File: config.mk
export PLATFORM = sky130hd
export DESIGN_NAME = ue_context_slot_table
export DESIGN_NICKNAME = d
export VERILOG_FILES = /design/src/ucst_pkg.sv /design/src/ue_context_slot_table.sv /design/src/ucst_ctrl.sv /design/src/ucst_datapath.sv
export SDC_FILE = /design/constraint.sdc
export NUM_CORES = 1
export LEC_CHECK = 0
export BUFFER_PORTS_ARGS = -buffer_cell sky130_fd_sc_hd__buf_2
export CORE_ASPECT_RATIO = 1.2
export CORE_MARGIN = 10
export CORE_UTILIZATION = 25
export CTS_CLUSTER_DIAMETER = 150
export CTS_CLUSTER_SIZE = 24
export DETAILED_ROUTE_END_ITERATION = 6
export PLACE_DENSITY = 0.5
export SYNTH_ARGS = -nofsm -noshare
export SYNTH_HDL_FRONTEND = slang
export SYNTH_HIERARCHICAL = 1
export SYNTH_SLANG_ARGS = --single-unit
File: constraint.sdc
create_clock -name clock -period 6 [get_ports clock]
set_clock_uncertainty 0.2 [all_clocks]
set_input_delay 1.2 -clock clock [delete_from_list [all_inputs] [get_ports clock]]
set_output_delay 1.2 -clock clock [all_outputs]
set_load 0.005 [all_outputs]
File: src/ucst_pkg.sv
// ----------------------------------------------------------------------------
// ucst_pkg
// Shared types and constants for the user context slot table.
// ----------------------------------------------------------------------------
package ucst_pkg;

   // Default sizes of the table
   localparam int SLOTS_DEF          = 16;
   localparam int CARRIERS_DEF       = 4;
   localparam int HARQ_PROCESSES_DEF = 8;

   // Fixed field widths
   localparam int KEY_W       = 16;
   localparam int OPCODE_W    = 2;
   localparam int CARRIER_W   = 2;
   localparam int HARQ_W      = 3;
   localparam int SEL_W       = 4;
   localparam int IDX_OUT_W   = 4;
   localparam int COUNT_OUT_W = 5;
   localparam int NDI_BITS    = 8;

   // Register port
   localparam int                CSR_ADDR_W   = 3;
   localparam int                CSR_DATA_W   = 32;
   localparam logic [KEY_W-1:0]  ABSENT_RESET = 16'hFFFF;
   // Word index of the absent identifier register
   localparam logic              CSR_IDX_ABSENT = 1'b0;

   // Initial NDI patterns written on add
   localparam logic [NDI_BITS-1:0] DL_NDI_INIT = 8'h01;
   localparam logic [NDI_BITS-1:0] UL_NDI_INIT = 8'hFF;

   typedef enum logic [OPCODE_W-1:0] {
      OP_ADD    = 2'd0,
      OP_REMOVE = 2'd1,
      OP_FIND   = 2'd2,
      OP_READ   = 2'd3
   } op_type;

   // Controller to datapath commands
   typedef struct packed {
      logic capture;  // accept request, run search, register result
      logic commit;   // write back and load response register
   } cmd_type;

endpackage

File: src/ue_context_slot_table.sv
// ----------------------------------------------------------------------------
// ue_context_slot_table
// Fixed table of user slots keyed by radio identifier: add, remove, find and
// read, with an absent-identifier register on the register port.
// ----------------------------------------------------------------------------
//  Channel  Handshake              Payload
//  req      req_valid / req_stall  opcode, user_key, carrier, harq_process,
//                                  slot_select
//  rsp      rsp_valid / rsp_stall  slot_index, ok, key_out, primary_carrier,
//                                  user_count
//  csr      APB write/read         absent_rnti at byte address 0
//
//  Each item has a search cycle (all keys compared at once,
//  lowest index wins) on the accept edge, then a write-back cycle.
//  The write-back cycle waits while the response register is full and stalled.
//  One item is in work at a time; req_stall is high during write-back.
//  Synchronous reset clears all slots, the count and the response valid.
// ----------------------------------------------------------------------------
module ue_context_slot_table #(
   parameter int SLOTS          = ucst_pkg::SLOTS_DEF,
   parameter int CARRIERS       = ucst_pkg::CARRIERS_DEF,
   parameter int HARQ_PROCESSES = ucst_pkg::HARQ_PROCESSES_DEF
) (
   input  logic                             clock,
   input  logic                             reset,
   input  logic                             req_valid,
   output logic                             req_stall,
   input  logic [ucst_pkg::OPCODE_W-1:0]    req_opcode,
   input  logic [ucst_pkg::KEY_W-1:0]       req_user_key,
   input  logic [ucst_pkg::CARRIER_W-1:0]   req_carrier,
   input  logic [ucst_pkg::HARQ_W-1:0]      req_harq_process,
   input  logic [ucst_pkg::SEL_W-1:0]       req_slot_select,
   output logic                             rsp_valid,
   input  logic                             rsp_stall,
   output logic [ucst_pkg::IDX_OUT_W-1:0]   rsp_slot_index,
   output logic                             rsp_ok,
   output logic [ucst_pkg::KEY_W-1:0]       rsp_key_out,
   output logic [ucst_pkg::CARRIER_W-1:0]   rsp_primary_carrier,
   output logic [ucst_pkg::COUNT_OUT_W-1:0] rsp_user_count,
   input  logic                             csr_psel,
   input  logic                             csr_penable,
   input  logic                             csr_pwrite,
   input  logic [ucst_pkg::CSR_ADDR_W-1:0]  csr_paddr,
   input  logic [ucst_pkg::CSR_DATA_W-1:0]  csr_pwdata,
   output logic [ucst_pkg::CSR_DATA_W-1:0]  csr_prdata,
   output logic                             csr_pready
);
   import ucst_pkg::*;

   cmd_type          cmd;
   logic [KEY_W-1:0] absent_ff;
   logic             csr_hit;

   // Register decode: one word register
   assign csr_pready = 1'b1;
   assign csr_hit    = (csr_paddr[2] == CSR_IDX_ABSENT);

   always_ff @(posedge clock) begin
      if (reset) begin
         absent_ff <= ABSENT_RESET;
      end else if (csr_psel && csr_penable && csr_pwrite && csr_hit) begin
         absent_ff <= csr_pwdata[KEY_W-1:0];
      end
   end

   assign csr_prdata = csr_hit ? CSR_DATA_W'(absent_ff) : '0;

   ucst_ctrl u_ctrl (
      .clock     (clock),
      .reset     (reset),
      .req_valid (req_valid),
      .req_stall (req_stall),
      .rsp_valid (rsp_valid),
      .rsp_stall (rsp_stall),
      .cmd       (cmd)
   );

   ucst_datapath #(
      .SLOTS          (SLOTS),
      .CARRIERS       (CARRIERS),
      .HARQ_PROCESSES (HARQ_PROCESSES)
   ) u_datapath (
      .clock               (clock),
      .reset               (reset),
      .cmd                 (cmd),
      .req_opcode          (req_opcode),
      .req_user_key        (req_user_key),
      .req_carrier         (req_carrier),
      .req_harq_process    (req_harq_process),
      .req_slot_select     (req_slot_select),
      .absent_rnti         (absent_ff),
      .rsp_slot_index      (rsp_slot_index),
      .rsp_ok              (rsp_ok),
      .rsp_key_out         (rsp_key_out),
      .rsp_primary_carrier (rsp_primary_carrier),
      .rsp_user_count      (rsp_user_count)
   );

endmodule

File: src/ucst_ctrl.sv
// ----------------------------------------------------------------------------
// ucst_ctrl
// Sequencer for the slot table: search cycle, then write-back cycle that
// waits for the response register to be free.
// ----------------------------------------------------------------------------
module ucst_ctrl (
   input  logic              clock,
   input  logic              reset,
   input  logic              req_valid,
   output logic              req_stall,
   output logic              rsp_valid,
   input  logic              rsp_stall,
   output ucst_pkg::cmd_type cmd
);
   import ucst_pkg::*;

   typedef enum logic {
      ST_IDLE,
      ST_COMMIT
   } state_type;

   state_type state_ff, state_in;
   logic      rsp_valid_ff, rsp_valid_in;
   logic      rsp_free;

   // Response register can take a new transfer
   assign rsp_free = !rsp_valid_ff || !rsp_stall;

   // Decode commands from state
   always_comb begin
      cmd.capture = (state_ff == ST_IDLE) && req_valid;
      cmd.commit  = (state_ff == ST_COMMIT) && rsp_free;
   end

   // Advance state and response valid
   always_comb begin
      state_in     = state_ff;
      rsp_valid_in = rsp_valid_ff && rsp_stall;
      case (state_ff)
         ST_IDLE: begin
            if (req_valid) begin
               state_in = ST_COMMIT;
            end
         end
         ST_COMMIT: begin
            if (rsp_free) begin
               state_in     = ST_IDLE;
               rsp_valid_in = 1'b1;
            end
         end
         default: begin
            state_in = ST_IDLE;
         end
      endcase
   end

   always_ff @(posedge clock) begin
      if (reset) begin
         state_ff     <= ST_IDLE;
         rsp_valid_ff <= 1'b0;
      end else begin
         state_ff     <= state_in;
         rsp_valid_ff <= rsp_valid_in;
      end
   end

   assign req_stall = (state_ff != ST_IDLE);
   assign rsp_valid = rsp_valid_ff;

endmodule

File: src/ucst_datapath.sv
// ----------------------------------------------------------------------------
// ucst_datapath
// Slot storage, parallel key compare with lowest-index priority encode,
// write-back logic, user count and response register.
// ----------------------------------------------------------------------------
module ucst_datapath #(
   parameter int SLOTS          = ucst_pkg::SLOTS_DEF,
   parameter int CARRIERS       = ucst_pkg::CARRIERS_DEF,
   parameter int HARQ_PROCESSES = ucst_pkg::HARQ_PROCESSES_DEF
) (
   input  logic                            clock,
   input  logic                            reset,
   input  ucst_pkg::cmd_type               cmd,
   input  logic [ucst_pkg::OPCODE_W-1:0]   req_opcode,
   input  logic [ucst_pkg::KEY_W-1:0]      req_user_key,
   input  logic [ucst_pkg::CARRIER_W-1:0]  req_carrier,
   input  logic [ucst_pkg::HARQ_W-1:0]     req_harq_process,
   input  logic [ucst_pkg::SEL_W-1:0]      req_slot_select,
   input  logic [ucst_pkg::KEY_W-1:0]      absent_rnti,
   output logic [ucst_pkg::IDX_OUT_W-1:0]  rsp_slot_index,
   output logic                            rsp_ok,
   output logic [ucst_pkg::KEY_W-1:0]      rsp_key_out,
   output logic [ucst_pkg::CARRIER_W-1:0]  rsp_primary_carrier,
   output logic [ucst_pkg::COUNT_OUT_W-1:0] rsp_user_count
);
   import ucst_pkg::*;

   localparam int IDX_W = (SLOTS > 1) ? $clog2(SLOTS) : 1;
   localparam int CNT_W = $clog2(SLOTS + 1);

   // Slot context
   logic                 active_ff     [SLOTS];
   logic [KEY_W-1:0]     key_ff        [SLOTS];
   logic [CARRIER_W-1:0] carrier_ff    [SLOTS];
   logic                 configured_ff [SLOTS];
   logic [NDI_BITS-1:0]  dl_ndi_ff     [SLOTS];
   logic [NDI_BITS-1:0]  ul_ndi_ff     [SLOTS];
   logic                 ul_wait_ff    [SLOTS];
   logic                 dl_wait_ff    [SLOTS];
   logic [CNT_W-1:0]     count_ff, count_in;

   // Captured operation
   op_type               op_ff;
   logic [KEY_W-1:0]     op_key_ff;
   logic [CARRIER_W-1:0] op_carrier_ff, carrier_clamp;
   logic [HARQ_W-1:0]    op_harq_ff;
   logic                 hit_ff, hit_in;
   logic [IDX_W-1:0]     idx_ff, idx_in;

   // Search results
   logic                 free_hit, match_hit, sel_in_range;
   logic [IDX_W-1:0]     free_idx, match_idx;

   // Write-back and response
   logic [KEY_W-1:0]     rd_key, kout;
   logic [CARRIER_W-1:0] rd_carrier, carr;
   logic [NDI_BITS-1:0]  ul_init;
   logic                 ok, wr_add, wr_remove;

   logic [IDX_OUT_W-1:0]   rsp_idx_ff;
   logic                   rsp_ok_ff;
   logic [KEY_W-1:0]       rsp_key_ff;
   logic [CARRIER_W-1:0]   rsp_carrier_ff;
   logic [COUNT_OUT_W-1:0] rsp_count_ff;

   // Find lowest free slot and lowest active match in parallel
   always_comb begin
      free_hit  = 1'b0;
      free_idx  = '0;
      match_hit = 1'b0;
      match_idx = '0;
      for (int s = SLOTS - 1; s >= 0; s--) begin
         if (!active_ff[s]) begin
            free_hit = 1'b1;
            free_idx = IDX_W'(s);
         end
         if (active_ff[s] && (key_ff[s] == req_user_key)) begin
            match_hit = 1'b1;
            match_idx = IDX_W'(s);
         end
      end
   end

   // Pick the slot for this opcode
   always_comb begin
      sel_in_range  = (32'(req_slot_select) < SLOTS);
      carrier_clamp = (32'(req_carrier) >= CARRIERS) ? CARRIER_W'(CARRIERS - 1)
                                                     : req_carrier;
      case (op_type'(req_opcode))
         OP_ADD: begin
            hit_in = free_hit;
            idx_in = free_idx;
         end
         OP_REMOVE, OP_FIND: begin
            hit_in = match_hit;
            idx_in = match_idx;
         end
         OP_READ: begin
            hit_in = sel_in_range;
            idx_in = IDX_W'(req_slot_select);
         end
         default: begin
            hit_in = 1'b0;
            idx_in = '0;
         end
      endcase
   end

   // Hold the request and search result for the write-back cycle
   always_ff @(posedge clock) begin
      if (cmd.capture) begin
         op_ff         <= op_type'(req_opcode);
         op_key_ff     <= req_user_key;
         op_carrier_ff <= carrier_clamp;
         op_harq_ff    <= req_harq_process;
         hit_ff        <= hit_in;
         idx_ff        <= idx_in;
      end
   end

   // Build the write-back and the response
   always_comb begin
      rd_key     = key_ff[idx_ff];
      rd_carrier = carrier_ff[idx_ff];
      ul_init    = UL_NDI_INIT;
      if (32'(op_harq_ff) < HARQ_PROCESSES) begin
         ul_init = UL_NDI_INIT & ~(NDI_BITS'(1) << op_harq_ff);
      end
      wr_add    = 1'b0;
      wr_remove = 1'b0;
      ok        = 1'b0;
      kout      = op_key_ff;
      carr      = '0;
      count_in  = count_ff;
      case (op_ff)
         OP_ADD: begin
            if (hit_ff) begin
               wr_add = 1'b1;
               ok     = 1'b1;
               carr   = op_carrier_ff;
               if (32'(count_ff) < SLOTS) begin
                  count_in = count_ff + CNT_W'(1);
               end
            end
         end
         OP_REMOVE: begin
            if (hit_ff) begin
               wr_remove = 1'b1;
               ok        = 1'b1;
               carr      = rd_carrier;
               if (count_ff != '0) begin
                  count_in = count_ff - CNT_W'(1);
               end
            end
         end
         OP_FIND: begin
            if (hit_ff) begin
               ok   = 1'b1;
               carr = rd_carrier;
            end
         end
         OP_READ: begin
            kout = absent_rnti;
            if (hit_ff && (rd_key != '0)) begin
               kout = rd_key;
            end
            if (hit_ff && (kout != absent_rnti)) begin
               ok   = 1'b1;
               carr = rd_carrier;
            end
         end
         default: begin
            ok = 1'b0;
         end
      endcase
   end

   // Write back slot context and user count
   always_ff @(posedge clock) begin
      if (reset) begin
         for (int s = 0; s < SLOTS; s++) begin
            active_ff[s]     <= 1'b0;
            key_ff[s]        <= '0;
            carrier_ff[s]    <= '0;
            configured_ff[s] <= 1'b0;
            dl_ndi_ff[s]     <= '0;
            ul_ndi_ff[s]     <= '0;
            ul_wait_ff[s]    <= 1'b0;
            dl_wait_ff[s]    <= 1'b0;
         end
         count_ff <= '0;
      end else if (cmd.commit) begin
         if (wr_add) begin
            active_ff[idx_ff]     <= 1'b1;
            key_ff[idx_ff]        <= op_key_ff;
            carrier_ff[idx_ff]    <= op_carrier_ff;
            configured_ff[idx_ff] <= 1'b0;
            dl_ndi_ff[idx_ff]     <= DL_NDI_INIT;
            ul_ndi_ff[idx_ff]     <= ul_init;
            ul_wait_ff[idx_ff]    <= 1'b1;
            dl_wait_ff[idx_ff]    <= 1'b1;
         end
         if (wr_remove) begin
            active_ff[idx_ff]  <= 1'b0;
            key_ff[idx_ff]     <= absent_rnti;
            ul_wait_ff[idx_ff] <= 1'b0;
            dl_wait_ff[idx_ff] <= 1'b0;
         end
         count_ff <= count_in;
      end
   end

   // Load the response register
   always_ff @(posedge clock) begin
      if (cmd.commit) begin
         rsp_idx_ff     <= ok ? IDX_OUT_W'(idx_ff) : '0;
         rsp_ok_ff      <= ok;
         rsp_key_ff     <= kout;
         rsp_carrier_ff <= carr;
         rsp_count_ff   <= COUNT_OUT_W'(count_in);
      end
   end

   assign rsp_slot_index      = rsp_idx_ff;
   assign rsp_ok              = rsp_ok_ff;
   assign rsp_key_out         = rsp_key_ff;
   assign rsp_primary_carrier = rsp_carrier_ff;
   assign rsp_user_count      = rsp_count_ff;

endmodule

### Word-level counts from Yosys, hierarchy flattened

Memories as Yosys holds them, arrays and structs flattened. A register that Yosys moved wholly into a read port is not among the register bits.
Cells that the tools add are included.
W data, S select, Z words.

* flip-flop bits (word level): 76
* memory bits (writable): 304
* bits of input ports: 69
* output and inout bits: 63
* logic and storage cells: 196
* memories: 3

* $add $sub $neg: 2
* magnitude comparators: 1
* eq/ne operators: 23
* multiplexer cells: 112
* bitwise logic cells: 4
* reduce and logical (&&, ||, !) cells: 37

Memories
* u_datapath.key_ff: depth 16, bits a word 16, rd ports 17, clocked after memory_dff 1, wr ports 16, line ucst_datapath.sv:33 `logic [KEY_W-1:0] key_ff [SLOTS];`
* u_datapath.carrier_ff: depth 16, bits a word 2, rd ports 1, clocked after memory_dff 1, wr ports 16, line ucst_datapath.sv:34 `logic [CARRIER_W-1:0] carrier_ff [SLOTS];`
* u_datapath.active_ff: depth 16, bits a word 1, rd ports 16, clocked after memory_dff 0, wr ports 16, line ucst_datapath.sv:32 `logic active_ff [SLOTS];`

Operators by type and width (count)
* $eq A16 B16 Y1: 16
* $mux W4: 37
* $mux W16: 6
* $mux W1: 55
* $logic_and A1 B1 Y1: 24
* $mux W5: 4
* $ne A16 B16 Y1: 1
* $reduce_bool A16 Y1: 1
* $reduce_or A16 Y1: 1
* $pmux W4 S3: 1
* $pmux W5 S2: 1
* $eq A2 B2 Y1 const B: 4
* $mux W2: 4
* $pmux W2 S3: 1
* $reduce_or A2 Y1: 3
* $add A5 B1 Y5 const B: 1
* $lt A5 B5 Y1 const B: 1
* $reduce_bool A5 Y1: 1
* $sub A5 B1 Y5 const B: 1
* $eq A2 B1 Y1 const B: 2
* $logic_not A2 Y1: 2
* $pmux W1 S2: 2
* $pmux W1 S3: 1
* $reduce_or A3 Y1: 1
* other kinds (5): 8

### Longest topological paths before layout

Gate-level depths: netlist of the first run.
An unclocked memory read counts as a cell.

* depth after elaboration: 21
* mapped depth: 14
* gate-level depth less buffers: 10

### Modules after synthesis

Netlist of the first run, hierarchy kept.

Modules (own cells, without submodules)
* ucst_datapath: instances 1, cells an instance 1698, area an instance 20239.4 um^2, sequential area each 10900.5 um^2
* ue_context_slot_table: instances 1, cells an instance 106, area an instance 907.1 um^2, sequential area each 320.3 um^2
* ucst_ctrl: instances 1, cells an instance 9, area an instance 92.6 um^2, sequential area each 40.0 um^2

### Worst setup path after synthesis of the first run

Ideal clock, no wire load.

* path type: input to register
* start: in rsp_stall
* end: mem u_datapath.active_ff[3], enable pin
* setup time: 0.376 ns
* arrival time: 4.583 ns
* required time: 5.424 ns
* slack: 0.841 ns
* stages on the path: 8
* buffers on the path: 1
* cell sequence: a21boi_1 > clkbuf_1 > nor2b_1 > nand3_1 > and2_1 > nor3_1 > nand2_1 > nand2b_1

RTL lines
* from (decl): line ue_context_slot_table.sv:34 `input logic rsp_stall,`
* to (decl): line ucst_datapath.sv:32

==> key figures, run 1 <==
Synthesis
  • Adder and majority gate portion of the synthesized area: less than 1%
  • Top cell type's share of synthesized area: 50.5%
  • Cells after Synth: roughly 1800
  • Compound-gate portion of the synthesized area: under 10%
  • Largest area contributor in the netlist: edfxtp_1
  • Yosys reg bits: 384
  • Cell Area, Synth: 21200 um2
  • FFs w/ async S/R, synth: 0%
  • Simple-gate share of the synthesized area: between 10 and 15%
  • Library cells used by synthesis: 75
  • Top-count cell post-synth: edfxtp_1
  • Register area share after synthesis: approximately 53%
  • Main flop type after synthesis: edfxtp_1
  • Avg Inst Size Synth: 11.7 um2
  • Largest family of logic cells by synthesized area: simple AND/OR/NAND/NOR gates
  • Most area-consuming cells after synthesis: edfxtp_1 50%, xnor2_1 7.6%, mux4_2 6.7%
  • Number of flops mapped to enable cells by yosys: approximately 360
  • Synth Area in XOR/XNOR: approximately 11%
  • Mux cell area share after synthesis: a little under an eighth
  • Yosys warns: 6
  • Commonest cells in the netlist: 357 x edfxtp_1, 340 x nor2_1, 184 x xnor2_1

Clocking
  • Clock Sinks: 384
  • Post-CTS setup buffer count: 0
  • Hold buffer count at cts: 0
  • Clk root buf: clkbuf_16
  • Post-CTS sizing: 0
  • H-tree levels: 1
  • Max Root-Sink Buffers: 3
  • Clk slew on worst S/H paths: 0.10 ns
  • CTS tree: built
  • Clk Latency, worst-skew pair: about 0.57 ns
  • Num CTS Buffers: 19

Layout
  • Register area: roughly 11000 um2
  • Fill cells: a little under 9000
  • Fin util: 27.8%
  • # diodes: 0
  • Multi-input gate area: ~9400 um2
  • Design Area, Final: 23600 um2
  • Final cell count without fillers: between 2000 and 3000
  • Share of cells above drive strength 1: 15.2%
  • Area growth from synthesis to layout: 10.9%
  • Nets: approximately 1900

STA
  • Total negative slack: 0 ns
  • Tmin final: 5.01 ns
  • RSZ-0062 raised after global routing: false
  • Max-slew violations: 0
  • Period utilization: between 80% and 90%
  • Fin. Hold Viols: 0
  • Slew HR: a little over a fifth
  • Setup violators final: 0
  • Worst-Margin Slew: 1.15 ns
  • Setup WS post-layout: roughly 0.99 ns
  • Hold_ws: ~0.33 ns
  • F_max: roughly 0.20 GHz

Global route
  • Largest net degree at the start of global routing: between 40 and 50
  • First-pass GRT wire length: ~110000 um
  • Total grt overflow: 0
  • GRT Total Usage: around 16%
  • Vias in the first global route: 15251
  • Initial antenna violation count: 0

Floorplanning
  • DIE AREA: 97100 um2
  • Top-Level Pins: between 100 and 150
  • Die W: about 290 um
  • Die Ht: roughly 340 um
  • Core Box Area: 84600 um2
  • Row count: roughly 120
  • Initial core utilization: 25.1%

Route
  • Avg Vias per Cell: approximately 5
  • Routed len/inst: 26.9 um
  • First-pass iteration count of the detailed router: 7
  • DR vias: between 15000 and 20000
  • DRT iter0 DRCs: around 1900
  • Final wirelength: roughly 80000 um
  • Routed Antenna Nets: 0
  • Residual DRC: 2

Critical path
  • WS Path Type: reg -> reg
  • CP bufs+invs: 0
  • Max stage delay cell, worst path: dfxtp_4
  • CP endpoint kind: register
  • Startpoint types: register
  • Crit path largest cell delay: a little over 0.9 ns
  • Worst EP required: roughly 6 ns
  • Worst Path Arrival: between 5 and 6 ns
  • Critical-path maximum fanout: 37
  • Crit-path cells: mux4_2 -> mux2i_1 -> a211o_1 -> or4b_1 -> o41a_1 -> a211oi_2 -> nor2_1
  • Worst path top cell family by delay: compound AO/OA/AOI/OAI gates

Placement
  • Placer congestion estimate: 0.947
  • DP Wirelength: between 50000 and 60000 um
  • Placed Cells: approximately 3000
  • # port buffers: 93
  • Pre-CTS setup slack: 1.01 ns
  • Dpl cell area: about 23000 um2

Outcome
  • Status: finished with violations
  • Violated checks: design-rule violations

Flow run
  • # Max-Cap Violations: 0

Power and ir drop
  • Overall power: 5.57 mW
  • PwrDens: about 240 nW/um2
  • Pleak: between 8 and 9 nW
  • Maximum vdd drop: ~0.17 mV

Min path
  • Worst Hold Class: reg -> reg
  • Hold Startpoint: u_ctrl/req_stall
## cell type report
class / instances / share of cell area (%)
Clock buffer: 33 / 2.24
Inverter: 21 / 0.335
Multi-Input combinational cell: 1275 / 40.1
Sequential cell: 384 / 47.9
Tap cell: 1130 / 6.00
Timing Repair Buffer: 141 / 3.51
## path summary, 6_finish.rpt
path | to | slack, ns | cells after the start
setup / recovery | u_datapath/rsp_slot_index[2] | 0.99 | 7
hold / removal | u_ctrl/req_stall | 0.33 | 2
setup reg to reg | u_datapath/rsp_slot_index[2] | 0.99 | 7
hold reg to reg | u_ctrl/req_stall | 0.33 | 2
## state kept, by name, indices dropped and copies added, names as in the netlist, named ones only
signal and cells:
u_datapath/active_ff 16, u_datapath/rsp_slot_index 4, u_datapath/op_carrier_ff 2, u_datapath/carrier_ff 32
absent_ff 16, u_datapath/count_ff 5, u_ctrl/req_stall 1, u_datapath/rsp_user_count 5
u_datapath/rsp_primary_carrier 2, u_datapath/rsp_key_out 16, u_datapath/hit_ff 1, u_datapath/key_ff 256
u_datapath/op_key_ff 16, u_datapath/op_ff 2, u_datapath/rsp_ok 1, u_datapath/idx_ff 4
u_ctrl/rsp_valid 1
## layout by cell type (no fill, tap or decap), types with 24 or more instances in the layout
cell type / count
nand2b_1: 30
xnor2_1: 184
edfxtp_1: 357
mux4_2: 63
buf_2: 93
nand2_1: 57
nor4_1: 25
nor3_1: 24
buf_4: 48
nor2_1: 340
nand4_1: 49
nand3_1: 31
mux2i_1: 70
and3_1: 51
xor2_1: 84
## routing by layer
metal / share of wire, % / global-route usage (%) / vias up
li1: - / - / 6562
met1: 37 / 18.5 / 7781
met2: 51 / 28.1 / 733
met3: 7.4 / 2.32 / 139
met4: 5.0 / 7.58 / 0
met5: 0 / 0 / -
## cells by family after synthesis
| family | Yosys count |
|---|---|
| adder cells (fa/ha/maj) | 7 |
| XOR/XNOR | 268 |
| AND/OR/NAND/NOR | 661 |
| AO/OA/AOI/OAI | 154 |
| other | 2 |
| multiplexers | 168 |
| flip-flops | 384 |
| buffers and inverters | 169 |
## tightest hold or removal path, stage by stage, from the launching register on
cell,delay (ns)
dfxtp_1,0.36
nand3_2,0.08
a21oi_2,0.05
## power by group
| group | switching [mW] | internal, mW | leakage (nW) |
|---|---|---|---|
| Sequential | 0.138 | 3.02 | 3.86 |
| Combinational | 0.573 | 0.343 | 4.06 |
| Clock | 0.882 | 0.607 | 0.251 |
| Total | 1.59 | 3.98 | 8.17 |
(Power assumes the default switching activity.)
==> inputs of run 2 (changes only) <==
ABC_AREA = 1   (was not set)
clock period = 5.1 ns   (was 6 ns; I/O delays follow)
==> key figures, run 2 <==
Outcome
  • Status: finished, final reports clean

Layout
  • Leading cell type in the layout, fill and taps excluded: nor2_1
  • Final cell count without fillers: around 3700
  • Area growth from synthesis to layout: 11.4%
  • Register area: ~11000 um2
  • Max reg flops: between 200 and 300
  • Fin util: between 20% and 30%
  • Commonest cells after routing, fill and taps aside: 514 x nor2_1, 437 x nand2_1, 357 x edfxtp_1, 226 x inv_1, 212 x o21ai_0
  • Nets: about 2700
  • Biggest register: u_datapath/key_ff
  • Design Area, Final: between 20000 and 25000 um2
  • Multi-input gate area: 8530 um2
  • Share of cells above drive strength 1: between 9 and 10%
  • Fill cells: around 9200
  • Biggest regs: u_datapath/key_ff: 256 flops, u_datapath/carrier_ff: 32 flops

Synthesis
  • FFs w/ async S/R, synth: 0%
  • Cell Area, Synth: around 21000 um2
  • Main flop type after synthesis: edfxtp_1
  • Largest area contributor in the netlist: edfxtp_1
  • Cells after Synth: 2563
  • Top cell type's share of synthesized area: 50.1%
  • Top-count cell post-synth: nor2_1
  • Register area share after synthesis: about 53%
  • Yosys warns: 6
  • Number of flops mapped to enable cells by yosys: around 360
  • Library cells used by synthesis: 52
  • Avg Inst Size Synth: 8.35 um2
  • Yosys reg bits: around 380
  • Commonest cells in the netlist: 515 x nor2_1, 437 x nand2_1, 357 x edfxtp_1
  • Most area-consuming cells after synthesis: edfxtp_1 50%, nor2_1 9.0%, nand2_1 7.7%

Clocking
  • CTS tree: built
  • H-tree levels: 1
  • Clk slew on worst S/H paths: ~0.10 ns
  • Num CTS Buffers: 19
  • Max Root-Sink Buffers: 3
  • Post-CTS setup buffer count: 0
  • Clk Latency, worst-skew pair: roughly 0.57 ns
  • Post-CTS sizing: 0
  • Clock Sinks: 384
  • Hold buffer count at cts: 0
  • Clk root buf: clkbuf_16

Route
  • Routed Antenna Nets: 0
  • Residual DRC: 0
  • DRT iter0 DRCs: 2033
  • Routed len/inst: ~23 um
  • Avg Vias per Cell: roughly 5.0
  • First-pass iteration count of the detailed router: 6
  • DR vias: 18789
  • Final wirelength: around 87000 um

STA
  • Max-slew violations: 0
  • Fin. Hold Viols: 0
  • Period utilization: around 87%
  • Setup violators final: 0
  • Setup WS post-layout: between 0.6 and 0.7 ns
  • Total negative slack: 0 ns
  • F_max: between 0.2 and 0.25 GHz
  • Worst-Margin Slew: between 1 and 1.5 ns
  • Slew HR: 25.9%
  • RSZ-0062 raised after global routing: false
  • Tmin final: 4.44 ns
  • Hold_ws: 0.319 ns

Floorplanning
  • Core Box Area: between 80000 and 90000 um2
  • DIE AREA: 97700 um2
  • Top-Level Pins: 132
  • Initial core utilization: between 20 and 30%
  • Die W: approximately 290 um
  • Row count: roughly 120
  • Die Ht: ~340 um

Critical path
  • Startpoint types: register
  • Crit-path cells: buf_12 -> a21oi_1 -> o21ai_0 -> nand3_1 -> nand3_1 -> nand2_1 -> clkinv_1 -> nand4_1 -> nor2_1 -> nand2_2 -> nand2_2 -> inv_2 -> nand3_1 -> nand2_1 -> nor2_1 -> nand2_1 -> nor2_1 -> nand2_1 -> o21ai_2 -> inv_1
  • WS Path Type: reg -> reg
  • FF-to-FF setup slack: 0.66 ns
  • Worst EP required: 5.20 ns
  • Worst Path Arrival: approximately 4.5 ns
  • Critical-path maximum fanout: 110
  • CP endpoint kind: register
  • Max stage delay cell, worst path: dfxtp_4
  • Crit path largest cell delay: about 0.53 ns
  • Most frequent cell on the critical path: nand2_1
  • R2r worst-path depth: 20
  • Crit Reg-Reg Endpoint: u_datapath/rsp_ok

Placement
  • Placer congestion estimate: roughly 0.92
  • Pre-CTS setup slack: 0.711 ns
  • Dpl cell area: between 20000 and 25000 um2
  • # port buffers: 93
  • DP Wirelength: a little over 60000 um
  • Placed Cells: 3708

Flow run
  • # Max-Cap Violations: 0

Power and ir drop
  • Pleak: a little under 10 nW
  • Maximum vdd drop: roughly 0.20 mV
  • PwrDens: about 280 nW/um2
  • Overall power: roughly 6.8 mW

Min path
  • Hold EP: u_ctrl/rsp_valid
  • Hold depth: 2
  • Hold Startpoint: u_ctrl/rsp_valid
  • Worst Hold Class: reg -> reg

Global route
  • Total grt overflow: 0
  • First-pass GRT wire length: around 120000 um
  • Largest net degree at the start of global routing: approximately 110
  • Vias in the first global route: about 18000
  • GRT Total Usage: between 15 and 20%
  • Initial antenna violation count: 0
-- run 2: logic make-up (layout without fill, tap and decap cells) --
| group | after synthesis | after routing | share of synthesized area, % |
|---|---|---|---|
| AO/OA/AOI/OAI | 478 | 478 | 12.8 |
| XOR/XNOR | 66 | 66 | 2.70 |
| adder cells (fa/ha/maj) | 7 | 7 | 0.409 |
| buffers and inverters | 420 | 453 | 8.11 |
| flip-flops | 384 | 384 | 52.6 |
| multiplexers | 1 | 1 | 0.0468 |
| other | 2 | 19 | 0.0351 |
| AND/OR/NAND/NOR | 1205 | 1205 | 23.3 |
-- run 2: how the worst max path moves through the flow --
stage / startpoint / end / slack, ns / cells past startpoint
floorplan: rsp_stall / u_datapath/active_ff[10] / 0.29 / 9
global placement: rsp_stall / u_datapath/key_ff[12][13] / 0.73 / 9
detailed placement: rsp_stall / u_datapath/key_ff[12][13] / 0.71 / 9
CTS: register / u_datapath/rsp_ok / 0.75 / 21
global route: register / u_datapath/rsp_ok / 0.46 / 20
finish: register / u_datapath/rsp_ok / 0.66 / 20
-- run 2: area by class of cell --
class | instances | share of cell area [%]
diodes | 2 | 0.0210
repair buffers | 175 | 4.85
clock buffers | 33 | 2.22
flip-flops and latches | 384 | 47.3
inverters | 245 | 3.87
well taps | 1130 | 5.93
multi-input cells | 1774 | 35.8
-- run 2: power by group --
part / switching (mW) / internal [mW] / total (mW)
clock network: 1.05 / 0.715 / 1.76
registers: 0.111 / 3.57 / 3.68
logic: 0.968 / 0.359 / 1.33
total: 2.13 / 4.65 / 6.77
-- run 2: worst max-delay path: cells and delay by family (launching register included) --
| family | cells | cell delay [ns] |
|---|---|---|
| compound gates | 3 | 0.58 |
| buf+inv | 4 | 0.72 |
| flops | 1 | 0.53 |
| simple gates | 13 | 2.01 |
-- run 2: routing by layer --
metal / global-route usage, % / part of all wire, % / vias to the layer above
li1: - / - / 8693
met1: 22.1 / 40 / 9009
met2: 27.7 / 46 / 913
met3: 1.54 / 7.9 / 174
met4: 9.35 / 6.0 / 0
met5: 0 / 0 / -
